## src/hw/rtl/jpd_pkg.sv

```systemverilog
// Shared constants, types and control bundles for the joint path densifier.
// Used by every module of the block; depends on nothing else.
package jpd_pkg;

  localparam int NUM_JOINTS = 7;
  localparam int ANGLE_W    = 16;
  localparam int MAX_STEPS  = 64;
  localparam int MS_W       = 15;
  localparam int STEP_W     = $clog2(MAX_STEPS + 1);
  localparam int DIFF_W     = ANGLE_W + 1;
  localparam int MAG_W      = ANGLE_W;
  localparam int REM_W      = MS_W + STEP_W;
  localparam int CNT_W      = $clog2(ANGLE_W);

  localparam logic [MS_W-1:0] MAX_STEP_RESET = MS_W'(410);

  typedef logic signed [ANGLE_W-1:0] angle_t;
  typedef logic [MAG_W-1:0]          mag_t;
  typedef logic [STEP_W-1:0]         step_t;

  typedef struct packed {
    logic load;   // capture a new waypoint
    logic diff;   // form the joint difference
    logic dstep;  // one bit of the per-lane division
    logic prep;   // set up the interpolation increments
    logic adv;    // move to the next interpolated point
  } lane_ctrl_t;

  typedef struct packed {
    logic maxd;   // register the largest difference
    logic clip;   // saturation test and divider setup
    logic qstep;  // one bit of the step-count division
  } merge_ctrl_t;

endpackage

```

## src/hw/rtl/jpd_lane.sv

```systemverilog
// One joint lane: holds the previous and current angle, divides the joint
// difference by the step count and walks the interpolated points. Uses jpd_pkg.
module jpd_lane import jpd_pkg::*; (
  input  logic       clk,
  input  lane_ctrl_t ctrl,
  input  angle_t     b,
  input  step_t      steps,
  output mag_t       mag_out,
  output angle_t     prev_out,
  output angle_t     point_next
);

  angle_t             prev;
  angle_t             base;
  mag_t               mag;
  logic               neg;
  step_t              rem;
  logic [STEP_W:0]    rr;
  logic [STEP_W+1:0]  racc;
  logic [ANGLE_W-1:0] step0;
  logic [ANGLE_W-1:0] step1;
  logic [ANGLE_W-1:0] pt;

  logic signed [DIFF_W-1:0] d;
  logic [DIFF_W-1:0]        dabs;
  logic [STEP_W:0]          dsum;
  logic                     dge;
  logic [STEP_W+1:0]        rsum;
  logic                     rge;
  logic [ANGLE_W-1:0]       magp1;

  assign d     = {prev[ANGLE_W-1], prev} - {base[ANGLE_W-1], base};
  assign dabs  = d[DIFF_W-1] ? DIFF_W'(-d) : DIFF_W'(d);
  assign dsum  = {rem, mag[MAG_W-1]};
  assign dge   = dsum >= {1'b0, steps};
  assign rsum  = racc + {1'b0, rr};
  // The running remainder is kept below twice the step count, so one
  // correction per point carries the rounding.
  assign rge   = rsum >= {1'b0, steps, 1'b0};
  assign magp1 = ANGLE_W'(mag) + 1'b1;

  assign point_next = angle_t'(pt + (rge ? step1 : step0));
  assign mag_out    = mag;
  assign prev_out   = prev;

  always_ff @(posedge clk) begin
    if (ctrl.load) begin
      base <= prev;
      prev <= b;
    end
    if (ctrl.diff) begin
      mag <= dabs[MAG_W-1:0];
      neg <= d[DIFF_W-1];
      rem <= '0;
    end
    // Restoring division: the dividend shifts out of mag while the
    // quotient shifts in behind it.
    if (ctrl.dstep) begin
      rem <= dge ? STEP_W'(dsum - {1'b0, steps}) : STEP_W'(dsum);
      mag <= {mag[MAG_W-2:0], dge};
    end
    if (ctrl.prep) begin
      step0 <= neg ? ANGLE_W'(-mag) : ANGLE_W'(mag);
      step1 <= neg ? ANGLE_W'(-magp1) : magp1;
      rr    <= {rem, 1'b0};
      racc  <= {2'b00, steps};
      pt    <= base;
    end
    if (ctrl.adv) begin
      racc <= rge ? rsum - {1'b0, steps, 1'b0} : rsum;
      pt   <= point_next;
    end
  end

endmodule

```

## src/hw/rtl/jpd_merge.sv

```systemverilog
// Merging stage: largest joint difference over all lanes, then the step count
// ceil(maxdiff / max_step) by a bit-serial divider, saturated. Uses jpd_pkg.
module jpd_merge import jpd_pkg::*; (
  input  logic            clk,
  input  merge_ctrl_t     ctrl,
  input  mag_t            mags [NUM_JOINTS],
  input  logic [MS_W-1:0] max_step,
  output step_t           steps,
  output logic            clipped
);

  mag_t             maxdiff;
  logic [REM_W-1:0] rem;
  logic [REM_W-1:0] dsh;
  step_t            q;

  mag_t             tree_max;
  logic [MS_W-1:0]  div;
  logic             qge;

  always_comb begin
    tree_max = mags[0];
    for (int j = 1; j < NUM_JOINTS; j++) begin
      if (mags[j] > tree_max) tree_max = mags[j];
    end
  end

  assign div = (max_step == '0) ? MS_W'(1) : max_step;
  assign qge = rem >= dsh;

  assign steps = clipped ? STEP_W'(MAX_STEPS) :
                 (q == '0) ? STEP_W'(1) : q;

  always_ff @(posedge clk) begin
    if (ctrl.maxd) begin
      maxdiff <= tree_max;
    end
    if (ctrl.clip) begin
      clipped <= REM_W'(maxdiff) > REM_W'(div) * REM_W'(MAX_STEPS);
      rem     <= REM_W'(maxdiff) + REM_W'(div) - REM_W'(1);
      dsh     <= REM_W'(div) << (STEP_W - 1);
      q       <= '0;
    end
    // Without saturation the quotient is below 2**STEP_W, so STEP_W
    // restoring steps give the exact ceiling.
    if (ctrl.qstep) begin
      if (qge) rem <= rem - dsh;
      dsh <= dsh >> 1;
      q   <= STEP_W'({q, qge});
    end
  end

endmodule

```

## src/hw/rtl/joint_path_densifier_top.sv

```systemverilog
// Top level of the joint path densifier: sequencer, lanes, merge stage and
// output register. Depends on jpd_pkg, jpd_lane and jpd_merge.

// Takes seven-joint waypoints and emits linearly interpolated points so that
// no joint moves more than max_step between points unless the step count
// saturates at MAX_STEPS; the first waypoint of a path comes out unchanged as
// one beat. One waypoint is handled at a time. Any other waypoint first goes
// through setup (difference, max over the lanes, saturation test, the
// bit-serial step-count divide, the per-lane bit-serial divide of each
// difference by the step count and the increment setup), then emits one point
// per cycle, steps points in all, when the output side keeps up. The input is
// ready again once the last point of a run is in the output register.
module joint_path_densifier_top import jpd_pkg::*; (
  input  logic            clk,
  input  logic            rst,
  input  logic            cfg_write,
  input  logic [MS_W-1:0] cfg_data,
  input  logic            in_valid,
  output logic            in_ready,
  input  angle_t          joint_0,
  input  angle_t          joint_1,
  input  angle_t          joint_2,
  input  angle_t          joint_3,
  input  angle_t          joint_4,
  input  angle_t          joint_5,
  input  angle_t          joint_6,
  input  logic            end_of_path,
  output logic            out_valid,
  input  logic            out_ready,
  output angle_t          out_joint_0,
  output angle_t          out_joint_1,
  output angle_t          out_joint_2,
  output angle_t          out_joint_3,
  output angle_t          out_joint_4,
  output angle_t          out_joint_5,
  output angle_t          out_joint_6,
  output logic            last_of_run,
  output logic            steps_clipped
);

  localparam logic [3:0] S_IDLE = 4'd0;
  localparam logic [3:0] S_PASS = 4'd1;
  localparam logic [3:0] S_DIFF = 4'd2;
  localparam logic [3:0] S_MAX  = 4'd3;
  localparam logic [3:0] S_CLIP = 4'd4;
  localparam logic [3:0] S_QDIV = 4'd5;
  localparam logic [3:0] S_LDIV = 4'd6;
  localparam logic [3:0] S_PREP = 4'd7;
  localparam logic [3:0] S_EMIT = 4'd8;

  logic [3:0]      state;
  logic [3:0]      state_next;
  logic [CNT_W-1:0] cnt;
  step_t           s_cnt;
  logic            have_prev;
  logic [MS_W-1:0] max_step;

  angle_t          out_pt [NUM_JOINTS];

  angle_t          in_joint   [NUM_JOINTS];
  mag_t            mags       [NUM_JOINTS];
  angle_t          prev_pt    [NUM_JOINTS];
  angle_t          next_pt    [NUM_JOINTS];
  lane_ctrl_t      lane_ctrl;
  merge_ctrl_t     merge_ctrl;
  step_t           steps;
  logic            clipped;
  logic            in_fire;
  logic            out_free;
  logic            run_last;

  assign in_joint[0] = joint_0;
  assign in_joint[1] = joint_1;
  assign in_joint[2] = joint_2;
  assign in_joint[3] = joint_3;
  assign in_joint[4] = joint_4;
  assign in_joint[5] = joint_5;
  assign in_joint[6] = joint_6;

  assign out_joint_0 = out_pt[0];
  assign out_joint_1 = out_pt[1];
  assign out_joint_2 = out_pt[2];
  assign out_joint_3 = out_pt[3];
  assign out_joint_4 = out_pt[4];
  assign out_joint_5 = out_pt[5];
  assign out_joint_6 = out_pt[6];

  assign in_ready = (state == S_IDLE);
  assign in_fire  = in_valid && in_ready;
  assign out_free = !out_valid || out_ready;
  assign run_last = (s_cnt == steps);

  always_comb begin
    lane_ctrl        = '0;
    merge_ctrl       = '0;
    lane_ctrl.load   = in_fire;
    lane_ctrl.diff   = (state == S_DIFF);
    lane_ctrl.dstep  = (state == S_LDIV);
    lane_ctrl.prep   = (state == S_PREP);
    lane_ctrl.adv    = (state == S_EMIT) && out_free;
    merge_ctrl.maxd  = (state == S_MAX);
    merge_ctrl.clip  = (state == S_CLIP);
    merge_ctrl.qstep = (state == S_QDIV);
  end

  always_comb begin
    state_next = state;
    case (state)
      S_IDLE: if (in_fire) state_next = have_prev ? S_DIFF : S_PASS;
      S_PASS: if (out_free) state_next = S_IDLE;
      S_DIFF: state_next = S_MAX;
      S_MAX:  state_next = S_CLIP;
      S_CLIP: state_next = S_QDIV;
      S_QDIV: if (cnt == CNT_W'(STEP_W - 1)) state_next = S_LDIV;
      S_LDIV: if (cnt == CNT_W'(ANGLE_W - 1)) state_next = S_PREP;
      S_PREP: state_next = S_EMIT;
      S_EMIT: if (out_free && run_last) state_next = S_IDLE;
      default: state_next = S_IDLE;
    endcase
  end

  always_ff @(posedge clk) begin
    if (rst) begin
      state     <= S_IDLE;
      cnt       <= '0;
      s_cnt     <= '0;
      have_prev <= 1'b0;
      max_step  <= MAX_STEP_RESET;
      out_valid <= 1'b0;
    end else begin
      state <= state_next;
      if (cfg_write) max_step <= cfg_data;
      if (in_fire) have_prev <= !end_of_path;

      if (state_next != state) begin
        cnt <= '0;
      end else begin
        cnt <= cnt + 1'b1;
      end

      if (state == S_PREP) begin
        s_cnt <= STEP_W'(1);
      end else if (lane_ctrl.adv) begin
        s_cnt <= s_cnt + 1'b1;
      end

      if (((state == S_PASS) || (state == S_EMIT)) && out_free) begin
        out_valid <= 1'b1;
      end else if (out_ready) begin
        out_valid <= 1'b0;
      end
    end
  end

  // Output payload; a path-start beat repeats the stored waypoint.
  always_ff @(posedge clk) begin
    if ((state == S_PASS) && out_free) begin
      out_pt        <= prev_pt;
      last_of_run   <= 1'b1;
      steps_clipped <= 1'b0;
    end else if ((state == S_EMIT) && out_free) begin
      out_pt        <= next_pt;
      last_of_run   <= run_last;
      steps_clipped <= clipped;
    end
  end

  for (genvar j = 0; j < NUM_JOINTS; j++) begin : g_lane
    jpd_lane u_lane (
      .clk        (clk),
      .ctrl       (lane_ctrl),
      .b          (in_joint[j]),
      .steps      (steps),
      .mag_out    (mags[j]),
      .prev_out   (prev_pt[j]),
      .point_next (next_pt[j])
    );
  end

  jpd_merge u_merge (
    .clk      (clk),
    .ctrl     (merge_ctrl),
    .mags     (mags),
    .max_step (max_step),
    .steps    (steps),
    .clipped  (clipped)
  );

endmodule

```

## config.mk

```make
export PLATFORM = sky130hd
export DESIGN_NAME = joint_path_densifier_top
export DESIGN_NICKNAME = d
export VERILOG_FILES = /design/src/hw/rtl/jpd_pkg.sv /design/src/hw/rtl/jpd_lane.sv /design/src/hw/rtl/jpd_merge.sv /design/src/hw/rtl/joint_path_densifier_top.sv
export SDC_FILE = /design/constraint.sdc
export NUM_CORES = 2
export LEC_CHECK = 0
export ABC_AREA = 1
export BUFFER_PORTS_ARGS = -buffer_cell sky130_fd_sc_hd__buf_2
export CAP_MARGIN = 20
export CORE_MARGIN = 1
export CORE_UTILIZATION = 40
export DETAILED_ROUTE_END_ITERATION = 12
export GPL_TIMING_DRIVEN = 0
export PLACE_DENSITY = 0.52
export SLEW_MARGIN = 20
export SYNTH_ARGS = -nofsm -noshare
export SYNTH_HDL_FRONTEND = slang
export SYNTH_SLANG_ARGS = --single-unit
```

## constraint.sdc

```tcl
create_clock -name clk -period 20.4 [get_ports clk]
set_input_delay 3.06 -clock clk [delete_from_list [all_inputs] [get_ports clk]]
set_output_delay 3.06 -clock clk [all_outputs]
set_load 0.05 [all_outputs]
```

## After elaboration in Yosys (flattened, before gate mapping)

Index checks and enable logic that the tools add are counted.

- Equality and inequality tests: 12
- Add/sub/neg operators: 68
- Mux-type cells: 115
- Reduce and logical (&&, ||, !) cells: 19
- Magnitude comparators: 22

Operators with widths:

| kind | number |
|---|---|
| two-way mux 16 bit | 62 |
| negator 16 bit | 21 |
| two-way mux 112 bit | 2 |
| two-way mux 9 bit | 15 |
| two-way mux 7 bit | 19 |
| subtractor 16 x 16 -> 17 bit | 7 |
| adder 16 x 1 -> 16 bit (second input constant) | 7 |
| adder 16 bit | 7 |
| greater-than comparator 16 bit | 6 |
| two-way mux 22 bit | 3 |
| adder 9 x 8 -> 9 bit | 7 |
| greater-or-equal comparator 9 x 8 -> 1 bit | 7 |
| subtractor 9 x 8 -> 9 bit | 7 |
| greater-or-equal comparator 8 x 7 -> 1 bit | 7 |
| subtractor 7 bit | 7 |
| case mux 4 bit (9 select lines) | 1 |
| greater-or-equal comparator 22 x 21 -> 1 bit | 1 |
| subtractor 22 x 1 -> 22 bit (second input constant) | 1 |
| subtractor 22 x 21 -> 22 bit | 1 |
| greater-than comparator 16 x 21 -> 1 bit | 1 |
| two-way mux 21 bit | 1 |
| == test 4 x 3 -> 1 bit (second input constant) | 5 |
| two-way mux 20 bit | 1 |
| two-way mux 4 bit | 5 |
| other kinds (19) | 35 |

- Register bits: 1053
- Word-level logic and storage cells: 328
- Output and inout port bits: 116
- Bits of input ports: 133

## Depth between registers and ports, before layout

- Depth after elaboration: 12
- Depth in mapped cells: 83
- Mapped depth without buffers: 78

## By module

From an unflattened synthesis, not the netlist that was laid out.

- Cells, all modules: 9220
- Area total of the unflattened synthesis: 74219.9 µm²

Modules (own cells, without submodules):

| module | area each (µm²) | cells an instance | sequential area each (µm²) | times used |
|---|---|---|---|---|
| jpd_lane (g_lane[0].u_lane ...) | 8544.4 | 1054 | 3603.5 | 6 |
| jpd_lane (g_lane[2].u_lane) | 8498.2 | 1035 | 3603.5 | 1 |
| jpd_merge | 8061.5 | 1156 | 1791.7 | 1 |
| joint_path_densifier_top | 6393.6 | 705 | 4043.9 | 1 |

## Least setup slack after synthesis

Ideal clock, no wire load.

- Path type: register to register
- From: register state[1]
- To: register g_lane[0].u_lane.pt[0] (enable)
- Setup slack: 3.165 ns
- Required time: 19.866 ns
- Period minus slack after synthesis: 17.235 ns
- Cell stages (with the launch flop): 5
- Library setup time: 0.534 ns
- Data arrival time: 16.702 ns
- Path buffers: 0
- Cell sequence: dfxtp_1 > nand2_1 > nor2_1 > inv_1 > nand2_1

- Longest elaborated chain between the ends: 3
- Elaborated cells on any way between the ends: 4
- Those cells by class: eq/ne (2); reduce/logical (2)

Ends and longest elaborated chain:

| item | line | source |
|---|---|---|
| start: declaration | joint_path_densifier_top.sv:51 | `logic [3:0] state;` |
| start signal: assignment | joint_path_densifier_top.sv:131 | `state <= state_next;` |
| == test 4 bit | joint_path_densifier_top.sv:100 | `lane_ctrl.adv = (state == S_EMIT) && out_free;` |
| logical AND 1 bit | joint_path_densifier_top.sv:100 |  |
| nonzero test 2 bit (no source line) (*) | n/a |  |
| end signal: assignment | jpd_lane.sv:67 | `pt <= base;` |
| end signal: assignment | jpd_lane.sv:71 | `pt <= point_next;` |
| end: declaration | jpd_lane.sv:22 | `logic [ANGLE_W-1:0] pt;` |

Every way passes the cells marked *; elsewhere a longest branch is shown, timed or not.
A chain may end at the register's enable or synchronous reset.

## Final worst setup path

- From: register g_lane[0].u_lane.mag[7]
- To: register u_merge.maxdiff[14], data pin

- Longest elaborated chain between the ends: 12

Ends and longest elaborated chain:

| item | line | source |
|---|---|---|
| start: declaration | jpd_lane.sv:15 | `mag_t mag;` |
| start signal: assignment | jpd_lane.sv:52 | `mag <= dabs[MAG_W-1:0];` |
| start signal: assignment | jpd_lane.sv:60 | `mag <= {mag[MAG_W-2:0], dge};` |
| greater-than comparator 16 bit | jpd_merge.sv:24 | `if (mags[j] > tree_max) tree_max = mags[j];` |
| two-way mux 16 bit (*) | jpd_merge.sv:24 |  |
| greater-than comparator 16 bit | jpd_merge.sv:24 |  |
| two-way mux 16 bit (*) | jpd_merge.sv:24 |  |
| greater-than comparator 16 bit | jpd_merge.sv:24 |  |
| two-way mux 16 bit (*) | jpd_merge.sv:24 |  |
| greater-than comparator 16 bit | jpd_merge.sv:24 |  |
| two-way mux 16 bit (*) | jpd_merge.sv:24 |  |
| greater-than comparator 16 bit | jpd_merge.sv:24 |  |
| two-way mux 16 bit (*) | jpd_merge.sv:24 |  |
| greater-than comparator 16 bit | jpd_merge.sv:24 |  |
| two-way mux 16 bit (*) | jpd_merge.sv:24 |  |
| net u_merge.tree_max[14] | jpd_merge.sv:17 | `mag_t tree_max;` |
| end signal: assignment | jpd_merge.sv:36 | `maxdiff <= tree_max;` |
| end: declaration | jpd_merge.sv:12 | `mag_t maxdiff;` |

The timed path passes the listed nets; every way through them passes the cells marked *.

==> summary.txt <==
Run status
  – Status: complete, no violations

Pwr
  – Internal power contribution: 0.004490 W
  – Peak VDD IR: 0.00008525 V
  – Switching power: 0.002170 W
  – Reg power frac: 39.4%
  – Power Dens Cells: 88.29 nW/um^2
  – Leak Pwr: 32.33 nW
  – Clock power frac: 35.0%
  – Sw frac: 32.58%
  – Combinational share of power: 25.6%

Die
  – I/O Pins: 249
  – Die area: 166900 sq um
  – Core area: 163300 sq um
  – DIE HEIGHT: 408.5 um
  – Die W: 408.5 um
  – Starting Density: 40.47%
  – Site Rows: 148

Logic synthesis
  – Share of the synthesized area in the top cell type: 45.02%
  – Synth Area per Inst: 9.308 sq um
  – Dominant synthesized flop cell: edfxtp_1
  – Largest family of logic cells by synthesized area: simple AND/OR/NAND/NOR gates
  – Flops & latches, synth: 1047
  – Top post-synthesis cells by count: nand2_1 (1397), edfxtp_1 (991), inv_1 (861)
  – Post-synth EDFFs: 991
  – Area of the mapped netlist: 66100 sq um
  – Synth Area in Simple Gates: 14.58%
  – Post-synthesis cell type count: 57
  – Adder-cell share of the synthesized area: 11.06%
  – Sequential area share after synthesis: 46.72%
  – Post-synthesis async set-or-reset flop share: 0%
  – Top cells by area, synth: edfxtp_1 (45%), ha_1 (9.9%), nand2_1 (7.9%)
  – Mapped Nets: 7796
  – Yosys warns: 0
  – Complex-gate fraction of the synthesized area: 10.75%
  – Most common cell in the netlist: nand2_1
  – Post-synthesis mux area share: 1.814%
  – Syn Inst Count: 7101
  – Cell accounting for the most synthesized area: edfxtp_1
  – Post-Synth XOR/XNOR Area: 8.931%

Route
  – # DRC: 0
  – Drt first pass iters: 5
  – Final WL: 190.6 mm
  – Routed Antenna Nets: 0
  – Initial DRC count: 3511
  – Via count: 50230
  – Drt wl/cell: 19.43 um
  – Routed vias/inst: 5.120

STA
  – Period utilization: 66.56%
  – Hold Slack: 0.4466 ns
  – Final slew viol count: 0
  – Max frequency: 73.65 MHz
  – Post-route setup slack: 6.823 ns
  – Tightest Pin Transition: 1.138 ns
  – Relative slew slack: 24.06%
  – Final setup vio count: 0
  – Fin. Hold Viols: 0
  – RSZ-0062 raised after global routing: no
  – Setup TNS: 0 ns
  – Clock skew: 0.02608 ns
  – Min cycle time layout: 13.58 ns

GRT
  – Overflow after GRT: 0
  – First-pass GRT wire length: 289.0 mm
  – GR Util All Layers: 22.60%
  – Vias in the first global route: 49300
  – Largest net degree at the start of global routing: 92
  – Initial antenna violation count: 9

Clock tree
  – CTS tree: done
  – Post-CTS setup buffer count: 0
  – Buffer depth of the longest clock path: 3
  – CTS Buf Count: 133
  – Clk sinks: 1047
  – Clock root buffer: clkbuf_16
  – Post-CTS Hold Buffers: 0
  – Clock latency on the worst-skew pair: 0.79 ns
  – Clock Pin Slew Worst Setup and Hold Paths: 0.06 ns
  – Cts repair resizes: 0
  – H-tree depth: 4

Flow run
  – Max cap viols: 0

Placed design
  – RD Place Congestion: 0.8918
  – Port Buffers: 248
  – Pre-CTS WS: 7.125 ns
  – Final HPWL DP: 144.5 mm

Final layout
  – Fraction of layout cells with a size suffix above 1: 8.791%
  – Synth-to-Final Area Change: 14.13%
  – Nets: 8221
  – # fillers: 15740

Setup path
  – Cell at the slowest stage of the critical path: ha_1
  – R2r endpoint: u_merge.maxdiff[14]
  – Critical path origin: g_lane[0].u_lane.mag_out[7]
  – WP data required: 20.92 ns
  – Startpoint types: flip-flop
  – Worst Reg2Reg Path Length in Cells: 61
  – R2r setup slk: 6.82 ns
  – Largest stage delay, worst path: 0.45 ns
  – Worst setup EP type: flip-flop
  – Worst EP arrival: 14.10 ns
  – Crit-path max FO: 10
  – Critical path type: reg2reg
  – Most used cell, CP: nand2_1
  – Critical Path End: u_merge.maxdiff[14]
  – R2r startpoint: g_lane[0].u_lane.mag_out[7]

Min path
  – Worst hold-check path type: reg2reg
  – Hold Path Cell Cnt: 0
==> critical path: cells and delay by family, from the launching register on <==
kind                     cells  cell delay [ns]
buffers and inverters       11             3.68
AND/OR/NAND/NOR             30             3.60
AO/OA/AOI/OAI               14             3.30
adder cells (fa/ha/maj)      6             2.31
flip-flops                   1             0.40
==> how the worst min path moves through the flow <==
stage	from	endpoint	slack [ns]
after floorplan	g_lane[0].u_lane.rem[6]	g_lane[0].u_lane.rr[7]	0.42
after global placement	g_lane[2].u_lane.rem[6]	g_lane[2].u_lane.rr[7]	0.43
after CTS	g_lane[1].u_lane.rem[6]	g_lane[1].u_lane.rr[7]	0.45
after detailed placement	g_lane[1].u_lane.rem[6]	g_lane[1].u_lane.rr[7]	0.43
final	g_lane[1].u_lane.rem[6]	g_lane[1].u_lane.rr[7]	0.45
after global routing	g_lane[5].u_lane.rem[6]	g_lane[5].u_lane.rr[7]	0.46
==> registers in the layout, indices dropped and copies added, names as in the netlist, 15 cells and up <==
register / cells
g_lane.u_lane.base: 112
g_lane.u_lane.mag_out: 112
g_lane.u_lane.prev_out: 112
g_lane.u_lane.pt: 112
g_lane.u_lane.step0: 112
g_lane.u_lane.step1: 112
g_lane.u_lane.racc: 57
g_lane.u_lane.rem: 49
g_lane.u_lane.rr: 49
u_merge.rem: 22
u_merge.dsh: 21
out_joint_0: 16
out_joint_1: 16
out_joint_2: 16
out_joint_3: 16
out_joint_4: 16
out_joint_5: 16
out_joint_6: 16
u_merge.maxdiff: 16
max_step: 15
==> layout by cell type (no fill, tap or decap), types with 197 or more instances in the layout <==
cell type  count
a21oi_1      466
buf_2        253
clkbuf_1     197
edfxtp_1     991
ha_1         525
inv_1        859
nand2_1     1393
nand3_1      226
nor2_1       440
o21ai_0      593
xor2_1       562
==> logic make-up after synthesis <==
group | Yosys count
AO/OA/AOI/OAI | 1299
XOR/XNOR | 674
adder cells (fa/ha/maj) | 562
buffers and inverters | 1078
flip-flops | 1047
multiplexers | 107
AND/OR/NAND/NOR | 2334
==> per-layer routing <==
metal | GRT usage (%) | wire [um] | vias up
li1 | - | - | 25060
met1 | 30.36 | 86850 | 23870
met2 | 37.66 | 89250 | 1048
met3 | 2.890 | 8828 | 248
met4 | 7.271 | 5629 | 4
met5 | 0 | 34 | -
==> final cells by class <==
type	instances	area, sq um	area share [%]
inverter	885	3329	4.414
timing repair buffer	290	2252	2.986
antenna	1	2.502	0.003317
sequential	1047	30880	40.94
clock inverter	67	616.8	0.8177
buffer	193	765.7	1.015
clock buffer	175	3622	4.802
multi-input combinational	4976	31250	41.42
tap	2175	2721	3.608
==> power by group through the flow <==
stage / clock, W / sequential, W / combinational [W]
after floorplan: 0 / 0.00272 / 0.00114
after global placement: 0 / 0.00270 / 0.00166
after detailed placement: 0 / 0.00267 / 0.00170
after CTS: 0.00239 / 0.00263 / 0.00171
after global routing: 0.00246 / 0.00264 / 0.00192
final: 0.00233 / 0.00262 / 0.00171
==> metrics by stage <==
step           cell area, sq um  std cells  total power [W]  utilization [%]
2_1_floorplan             66100       7101         0.003864                -
3_3_place_gp              70060       9524         0.004362            42.89
3_5_place_dp              71190       9566         0.004370            43.59
4_1_cts                   75430       9808         0.006729            46.18
5_1_grt                   75430       9808         0.007016            46.18
6_report                  75430       9809         0.006660            46.19
(Power assumes the default switching activity.)
